$ cat config.mk
export PLATFORM = sky130hd
export DESIGN_NAME = top_k_frequency_tracker
export DESIGN_NICKNAME = d
export VERILOG_FILES = /design/src/hdl/tkft_pkg.sv /design/src/hdl/top_k_frequency_tracker.sv /design/src/hdl/tkft_ctrl.sv /design/src/hdl/tkft_datapath.sv
export VERILOG_INCLUDE_DIRS = /design/src /design/src/hdl
export SDC_FILE = /design/constraint.sdc
export NUM_CORES = 2
export LEC_CHECK = 0
export BUFFER_PORTS_ARGS = -buffer_cell sky130_fd_sc_hd__buf_2
export CAP_MARGIN = 20
export CORE_MARGIN = 4
export CORE_UTILIZATION = 34
export CTS_CLUSTER_DIAMETER = 40
export DETAILED_ROUTE_END_ITERATION = 8
export PLACE_DENSITY = 0.57
export SYNTH_ARGS = -nofsm -noshare
export SYNTH_HDL_FRONTEND = slang
export SYNTH_SLANG_ARGS = --single-unit
$ cat constraint.sdc
create_clock -name clk -period 10.6 [get_ports clk]
set_input_delay 0 -clock clk [delete_from_list [all_inputs] [get_ports clk]]
set_output_delay 0 -clock clk [all_outputs]
set_load 0.03 [all_outputs]
$ cat src/hdl/top_k_frequency_tracker_assert.svh
// Assertion macros shared by the tracker modules.
// Both macros expect a signal named clk, and TKFT_ASSERT also rst_n, in the calling module.
`ifndef TOP_K_FREQUENCY_TRACKER_ASSERT_SVH
`define TOP_K_FREQUENCY_TRACKER_ASSERT_SVH

`ifndef SYNTH
// Checked on every rising edge outside reset.
`define TKFT_ASSERT(lbl, prop) \
    lbl: assert property (@(posedge clk) disable iff (!rst_n) prop) \
        else $error("tracker assertion failed");
// Checked on every rising edge, reset included.
`define TKFT_ASSERT_ALWAYS(lbl, prop) \
    lbl: assert property (@(posedge clk) prop) \
        else $error("tracker assertion failed");
`else
`define TKFT_ASSERT(lbl, prop)
`define TKFT_ASSERT_ALWAYS(lbl, prop)
`endif

`endif

$ cat src/hdl/tkft_pkg.sv
package tkft_pkg;

    // Number of entries held, and the stored width of a key.
    localparam int CAPACITY = 16;
    localparam int KEY_BITS = 32;

    // Port field widths.
    localparam int KEY_W   = 32;
    localparam int FREQ_W  = 31;
    localparam int SLOT_W  = 4;
    localparam int COUNT_W = 5;

    // Derived widths.
    localparam int SLOT_BITS  = $clog2(CAPACITY);
    localparam int COUNT_BITS = $clog2(CAPACITY + 1);
    localparam int CMP_BITS   = (COUNT_BITS > SLOT_W) ? COUNT_BITS : SLOT_W;
    localparam int KEY_KEEP   = (KEY_BITS < KEY_W) ? KEY_BITS : KEY_W;

    // Command codes.
    localparam logic CMD_INSERT = 1'b0;
    localparam logic CMD_READ   = 1'b1;

    // Input word.
    typedef struct packed {
        logic              cmd;
        logic [KEY_W-1:0]  key;
        logic [FREQ_W-1:0] freq;
        logic [SLOT_W-1:0] slot;
    } in_word_t;

    // Result word.
    typedef struct packed {
        logic               accepted;
        logic               duplicate;
        logic               read_valid;
        logic [KEY_W-1:0]   read_key;
        logic [FREQ_W-1:0]  read_freq;
        logic [COUNT_W-1:0] entry_count;
    } out_word_t;

    // Commands from the controller to the datapath.
    typedef struct packed {
        logic load;
        logic compare;
        logic commit;
    } ctrl_cmd_t;

    // Fits a port key into the stored key width.
    function automatic logic [KEY_BITS-1:0] key_fit(input logic [KEY_W-1:0] k);
        return KEY_BITS'(k[KEY_KEEP-1:0]);
    endfunction

endpackage

$ cat src/hdl/top_k_frequency_tracker.sv
// Channel   Ports                 Handshake
// -------   -------------------   ---------------------------------------------
// command   start, item, busy     word taken at a rising edge with start && !busy
// result    done, result          word shown for one cycle while done is high
//
// Each word is handled in order: capture, a parallel compare of every held
// entry, then the priority pick and one-slot shift of the entry registers.
// done rises in the cycle after the shift, and busy is already low then, so a
// new word may be started in the same cycle its predecessor's result shows.
// Reset empties the list at once; no clearing pass is needed.
// The receiver cannot stall, so results are never held back.
module top_k_frequency_tracker
    import tkft_pkg::*;
(
    input  logic      clk,
    input  logic      rst_n,
    input  logic      start,
    input  in_word_t  item,
    output logic      busy,
    output logic      done,
    output out_word_t result
);

    ctrl_cmd_t cmd;

    // Sequencer.
    tkft_ctrl u_ctrl (
        .clk   (clk),
        .rst_n (rst_n),
        .start (start),
        .busy  (busy),
        .done  (done),
        .cmd   (cmd)
    );

    // Entry storage, compare and shift.
    tkft_datapath u_datapath (
        .clk    (clk),
        .rst_n  (rst_n),
        .cmd    (cmd),
        .item   (item),
        .result (result)
    );

endmodule

$ cat src/hdl/tkft_ctrl.sv
module tkft_ctrl
    import tkft_pkg::*;
(
    input  logic      clk,
    input  logic      rst_n,
    input  logic      start,
    output logic      busy,
    output logic      done,
    output ctrl_cmd_t cmd
);

`include "top_k_frequency_tracker_assert.svh"

    typedef enum logic [1:0] {
        ST_IDLE,
        ST_COMPARE,
        ST_COMMIT
    } state_t;

    state_t state_reg;
    state_t state_next;
    logic   done_reg;
    logic   done_next;

    // Next state and strobe.
    always_comb
    begin
        state_next = state_reg;
        done_next  = 1'b0;
        unique case (state_reg)
            ST_IDLE:
            begin
                if (start)
                begin
                    state_next = ST_COMPARE;
                end
            end
            ST_COMPARE:
            begin
                state_next = ST_COMMIT;
            end
            ST_COMMIT:
            begin
                state_next = ST_IDLE;
                done_next  = 1'b1;
            end
            default:
            begin
                state_next = ST_IDLE;
            end
        endcase
    end

    // State and registered strobe.
    always_ff @(posedge clk or negedge rst_n)
    begin
        if (!rst_n)
        begin
            state_reg <= ST_IDLE;
            done_reg  <= 1'b0;
        end
        else
        begin
            state_reg <= state_next;
            done_reg  <= done_next;
        end
    end

    // Commands to the datapath.
    assign cmd.load    = start && (state_reg == ST_IDLE);
    assign cmd.compare = (state_reg == ST_COMPARE);
    assign cmd.commit  = (state_reg == ST_COMMIT);
    assign busy        = (state_reg != ST_IDLE);
    assign done        = done_reg;

    `TKFT_ASSERT(a_load_to_compare, cmd.load |=> state_reg == ST_COMPARE)
    `TKFT_ASSERT(a_compare_to_done, cmd.compare |=> cmd.commit ##1 done_reg)
    `TKFT_ASSERT(a_done_when_idle, done_reg |-> state_reg == ST_IDLE && $past(cmd.commit))

endmodule

$ cat src/hdl/tkft_datapath.sv
module tkft_datapath
    import tkft_pkg::*;
(
    input  logic      clk,
    input  logic      rst_n,
    input  ctrl_cmd_t cmd,
    input  in_word_t  item,
    output out_word_t result
);

`include "top_k_frequency_tracker_assert.svh"

    // Entry storage in rank order; contents beyond the count are don't care.
    logic [KEY_BITS-1:0]   key_store_reg  [CAPACITY];
    logic [FREQ_W-1:0]     freq_store_reg [CAPACITY];
    logic [COUNT_BITS-1:0] count_reg;
    logic [COUNT_BITS-1:0] count_next;
    logic [COUNT_BITS-1:0] count_inc;

    in_word_t              item_reg;
    logic [CAPACITY-1:0]   match_reg;
    logic [CAPACITY-1:0]   lower_reg;
    out_word_t             result_reg;
    out_word_t             result_next;

    logic [CAPACITY-1:0]   hit;
    logic [COUNT_BITS-1:0] pos;
    logic                  dup;
    logic                  found;
    logic                  full;
    logic                  take;
    logic [KEY_BITS-1:0]   new_key;
    logic [SLOT_BITS-1:0]  slot_idx;
    logic                  slot_ok;

    assign new_key = key_fit(item_reg.key);

    // Capture the word and compare it against every held entry.
    always_ff @(posedge clk)
    begin
        if (cmd.load)
        begin
            item_reg <= item;
        end
        if (cmd.compare)
        begin
            for (int i = 0; i < CAPACITY; i++)
            begin
                match_reg[i] <= (COUNT_BITS'(i) < count_reg) && (key_store_reg[i] == new_key);
                lower_reg[i] <= (COUNT_BITS'(i) < count_reg) &&
                                (freq_store_reg[i] < item_reg.freq);
            end
        end
    end

    // First slot that either repeats the key or ranks lower.
    assign hit   = match_reg | lower_reg;
    assign found = |hit;

    always_comb
    begin
        pos = count_reg;
        dup = 1'b0;
        for (int i = CAPACITY - 1; i >= 0; i--)
        begin
            if (hit[i])
            begin
                pos = COUNT_BITS'(i);
                dup = match_reg[i];
            end
        end
    end

    assign full       = (count_reg == COUNT_BITS'(CAPACITY));
    assign take       = (item_reg.cmd == CMD_INSERT) && !dup && (found || !full);
    assign count_inc  = count_reg + COUNT_BITS'(1);
    assign count_next = (take && !full) ? count_inc : count_reg;

    // Insert by moving later entries down one slot; the last one falls off.
    always_ff @(posedge clk)
    begin
        if (cmd.commit && take)
        begin
            if (pos == '0)
            begin
                key_store_reg[0]  <= new_key;
                freq_store_reg[0] <= item_reg.freq;
            end
            for (int j = 1; j < CAPACITY; j++)
            begin
                if (COUNT_BITS'(j) == pos)
                begin
                    key_store_reg[j]  <= new_key;
                    freq_store_reg[j] <= item_reg.freq;
                end
                else if (COUNT_BITS'(j) > pos)
                begin
                    key_store_reg[j]  <= key_store_reg[j-1];
                    freq_store_reg[j] <= freq_store_reg[j-1];
                end
            end
        end
    end

    // Entry count.
    always_ff @(posedge clk or negedge rst_n)
    begin
        if (!rst_n)
        begin
            count_reg <= '0;
        end
        else if (cmd.commit)
        begin
            count_reg <= count_next;
        end
    end

    // Read port and result word.
    assign slot_idx = SLOT_BITS'(item_reg.slot);
    assign slot_ok  = CMP_BITS'(item_reg.slot) < CMP_BITS'(count_reg);

    always_comb
    begin
        result_next             = '0;
        result_next.entry_count = COUNT_W'(count_next);
        if (item_reg.cmd == CMD_READ)
        begin
            if (slot_ok)
            begin
                result_next.read_valid = 1'b1;
                result_next.read_key   = KEY_W'(key_store_reg[slot_idx]);
                result_next.read_freq  = freq_store_reg[slot_idx];
            end
        end
        else
        begin
            result_next.accepted  = take;
            result_next.duplicate = dup;
        end
    end

    always_ff @(posedge clk)
    begin
        if (cmd.commit)
        begin
            result_reg <= result_next;
        end
    end

    assign result = result_reg;

    `TKFT_ASSERT_ALWAYS(a_count_bound, count_reg <= COUNT_BITS'(CAPACITY))
    `TKFT_ASSERT(a_count_holds, !cmd.commit |=> $stable(count_reg))
    `TKFT_ASSERT(a_count_grows, cmd.commit && take && !full |=> count_reg == $past(count_inc))

endmodule
==> metrics.log <==
[metrics] outcome: finished with violations
[metrics] violations in the final reports: slew limit
[metrics] Internal Dissipation: roughly 11 mW
[metrics] max_slew headroom: -3.460%
[metrics] Tot Pwr: 15.86 mW
[metrics] Worst Setup Path Type: flop to flop
[metrics] relative contribution of sequential cells to total power: between 30% and 40%
[metrics] cell area power density: around 190 nW/um2
[metrics] required time reported for the critical path endpoint: between 10000 and 15000 ps
[metrics] largest area contributor in the netlist: edfxtp_1
[metrics] worst hold path startpoint: item[1]
[metrics] placed cell count: between 7000 and 8000
[metrics] hold violation total from the final report: 0
[metrics] main flop type after synthesis: edfxtp_1
[metrics] placement row count: 168
[metrics] final core utilization: 40.77%
[metrics] IO Count: 144
[metrics] Post-Synthesis Mean Instance Area: 13.86 um2
[metrics] leakage: between 30 and 40 nW
[metrics] cells taking the most area after synthesis: edfxtp_1 49%, mux2_2 11%, mux4_2 9.8%
[metrics] number of global-route vias before repair: 48610
[metrics] clock network power share: between 40% and 50%
[metrics] cell occurring most often along the worst timing path: buf_4
[metrics] EDFF count, synth: 1179
[metrics] register bit total from synthesis: between 1000 and 1500
[metrics] Synth async-reset ratio: 0.6717%
[metrics] Critical Path Source Type: flop
[metrics] Layout Cells excl Fill: 8492
[metrics] Initial Util: between 30 and 40%
[metrics] setup repair after global routing missed its margin: no
[metrics] die height: approximately 470 um
[metrics] register clock-pin slew on the reported worst setup and hold paths: approximately 50 ps
[metrics] number of nets in the layout: 6032
[metrics] cells along the critical path: or4_1 > nor4_4 > a21bo_1 > nor4b_4 > nand4_1 > or2_4 > buf_4 > inv_4 > buf_4
[metrics] area of the die: 219300 um2
[metrics] time the worst path needs with I/O delays and setup: slightly below 5000 ps
[metrics] setup slack, reg-to-reg: 5770 ps
[metrics] Worst Path Arrival: ~5300 ps
[metrics] GRT Total Usage: between 20 and 25%
[metrics] number of antenna violations at the first check in global routing: 28
[metrics] area grow syn2layout: 18.96%
[metrics] DR vias/cell: approximately 5.8
[metrics] number of setup violations in the final report: 0
[metrics] Max stage delay cell, worst path: buf_4
[metrics] max reg flops: between 500 and 600
[metrics] number of buffers added to fix hold violations after cts: 140
[metrics] worst hold stages: 3
[metrics] wire length per cell: between 30 and 40 um
[metrics] number of buffer cells added on primary ports: 143
[metrics] switching power: about 4.5 mW
[metrics] final clock skew: roughly 95 ps
[metrics] worst min path class: primary input to flop
[metrics] critical path capture point type: flop
[metrics] depth of the worst register-to-register path: 9
[metrics] overall overflow remaining after global route: 0
[metrics] global placer's final weighted congestion: 0.9424
[metrics] Max VDD drop: about 0.18 mV
[metrics] Warnings, synthesis: 0
[metrics] Post CTS Setup Buffer Count: 0
[metrics] share of synthesized area occupied by flip-flops and latches: ~50%
[metrics] number of gates resized after cts: 0
[metrics] CTS root buf: clkbuf_16
[metrics] DR pass1 iterations: 5
[metrics] Comb power frac: between 15 and 20%
[metrics] origin of the critical flop-to-flop path: u_datapath.match_reg[11]
[metrics] Worst Tran Pin Value: around 1600 ps
[metrics] maximum buffer depth of the clock tree: 3
[metrics] 1st-iter DRT viols: about 5300
[metrics] MaxCap Viol Count: 0
[metrics] clock tree from TritonCTS: yes
[metrics] DP Wirelength: roughly 180000 um
[metrics] cells after synthesis: 5198
[metrics] crit share post-route: about 46%
[metrics] wire length of the first global-routing pass: 365700 um
[metrics] later-pin clock latency in the skew report: 900 ps
[metrics] Max Clock Freq: approximately 0.21 GHz
[metrics] number of max-slew violations in the final report: 50
[metrics] Clock Sinks: roughly 1200
[metrics] detailed-route DRC error count: 0
[metrics] r2r endpoint: u_datapath.key_store_reg[0][9]
[metrics] fraction of power spent switching nets: roughly 28%
[metrics] accumulated negative setup slack: 0 ps
[metrics] CP max stage delay: between 700 and 800 ps
[metrics] number of different library cells in the post-synthesis netlist: 64
[metrics] maximum number of pins on one net before global-route repair: approximately 190
[metrics] Routed WL: between 200000 and 300000 um
[metrics] clock buffers created by TritonCTS: 230
[metrics] H-tree levels: 4
[metrics] fraction of layout cells with a size suffix above 1: roughly 30%
[metrics] total via count after detailed routing: ~49000
[metrics] die boundary width: 468.3 um
[metrics] Post-Synthesis Net Count: 5754
[metrics] placeable core region: roughly 210000 um2
[metrics] top-area cell type share of the netlist area: approximately 49%
[metrics] cell area after technology mapping: just over 70000 um2
[metrics] antenna-violating nets left: 0
[metrics] Worst Path Max Fanout: 48
==> synth_stat cells, drive strengths merged (6+ instances only) <==
library cell,number
mux2,768
a21oi,111
nand2b,24
a2111oi,8
nand2,267
ha,485
nand4,125
o2111ai,10
a21o,122
a221oi,6
xnor2,169
nand3,74
and3,7
inv,66
nor3,34
a211o,6
clkbuf,234
nor2,81
or4,7
a31oi,10
o31ai,7
nor4,126
dfrtp,8
a211oi,40
o211ai,12
buf,127
mux4,315
xor2,350
edfxtp,1179
o21a,19
nor2b,95
o21ai,248
or3,7
==> layer usage <==
layer	track usage (%)	wire (um)	up-vias
met4	9.967	12170	8
met3	4.955	20980	456
li1	-	-	20950
met5	0	266	-
met1	31.21	107800	25380
met2	35.81	117100	2214
==> worst max path at each step <==
stage | to | slack (ps) | startpoint
6_report | u_datapath.key_store_reg[0][9] | 5770 | u_datapath.match_reg[11]
3_3_place_gp | u_datapath.key_store_reg[14][29] | 5710 | u_datapath.lower_reg[2]
3_5_place_dp | u_datapath.freq_store_reg[8][13] | 5740 | u_datapath.lower_reg[10]
5_1_grt | u_datapath.key_store_reg[14][30] | 5380 | u_datapath.lower_reg[2]
2_1_floorplan | u_datapath.freq_store_reg[12][0] | 90 | u_ctrl.state_reg[0]
4_1_cts | u_datapath.freq_store_reg[8][22] | 5720 | u_datapath.lower_reg[10]
==> power by group through the flow <==
stage | registers (mW) | clock network (mW) | logic [mW]
after floorplan | 5.69 | 0 | 1.54
after global placement | 5.75 | 0 | 2.40
after detailed placement | 5.76 | 0 | 2.42
after CTS | 5.67 | 7.81 | 2.47
after global routing | 5.69 | 8.04 | 2.63
final | 5.67 | 7.71 | 2.48
==> cells in the final DEF (no fill, tap or decap), drive strengths merged, types with 8 or more instances in the layout <==
cell type,synthesis,routed
a2111oi,8,8
ha,485,485
nor4,126,126
dfrtp,8,8
nand4,125,125
a21oi,111,111
nand2b,24,24
clkinv,1,97
buf,127,267
bufinv,0,35
dlygate4sd3,0,140
nor2b,95,95
a211oi,40,40
nand2,267,267
nor3,34,34
o211ai,12,12
a21o,122,122
o21ai,248,248
o21a,19,19
mux2,768,768
xor2,350,350
clkbuf,234,253
xnor2,169,169
a31oi,10,10
nand3,74,74
o2111ai,10,10
edfxtp,1179,1179
nor2,81,81
inv,66,92
clkinvlp,0,27
mux4,315,315
==> worst max-delay path, delay by kind of cell, from the launching register on <==
family                 cells  cell delay (ps)
AOI/OAI and AO/OA          1              240
and+or+nand+nor            5             1930
buffers and inverters      3             1660
DFF                        1              430
==> layout make-up <==
cell class	count	area (um2)
repair buffers	407	3110
clock inverters	184	2327
flip-flops and latches	1191	35700
diodes	6	15.01
clock buffers	253	5863
well taps	2805	3510
multi-input cells	3579	34890
fillers	19510	124500
inverters	67	281.5
==> metrics by stage <==
step	hold WS, ps	setup slack (ps)	instance area [um2]
detailed placement	-88.01	5741	76070
global placement	-89.03	5714	76050
finish	95.96	5768	85700
CTS	9.526	5716	85660
floorplan	-295.6	93.11	72040
global route	54.08	5376	85680
==> cell families after synthesis <==
| group | after synthesis | synth area share, % |
|---|---|---|
| AOI/OAI and AO/OA | 626 | 5.355 |
| buffers and inverters | 428 | 2.289 |
| muxes | 1083 | 21.85 |
| DFF | 1191 | 49.54 |
| xor gates and xnor gates | 519 | 6.310 |
| and+or+nand+nor | 866 | 6.234 |
| adders and majority gates | 485 | 8.424 |
No activity file was read; power rests on OpenSTA's default activity.
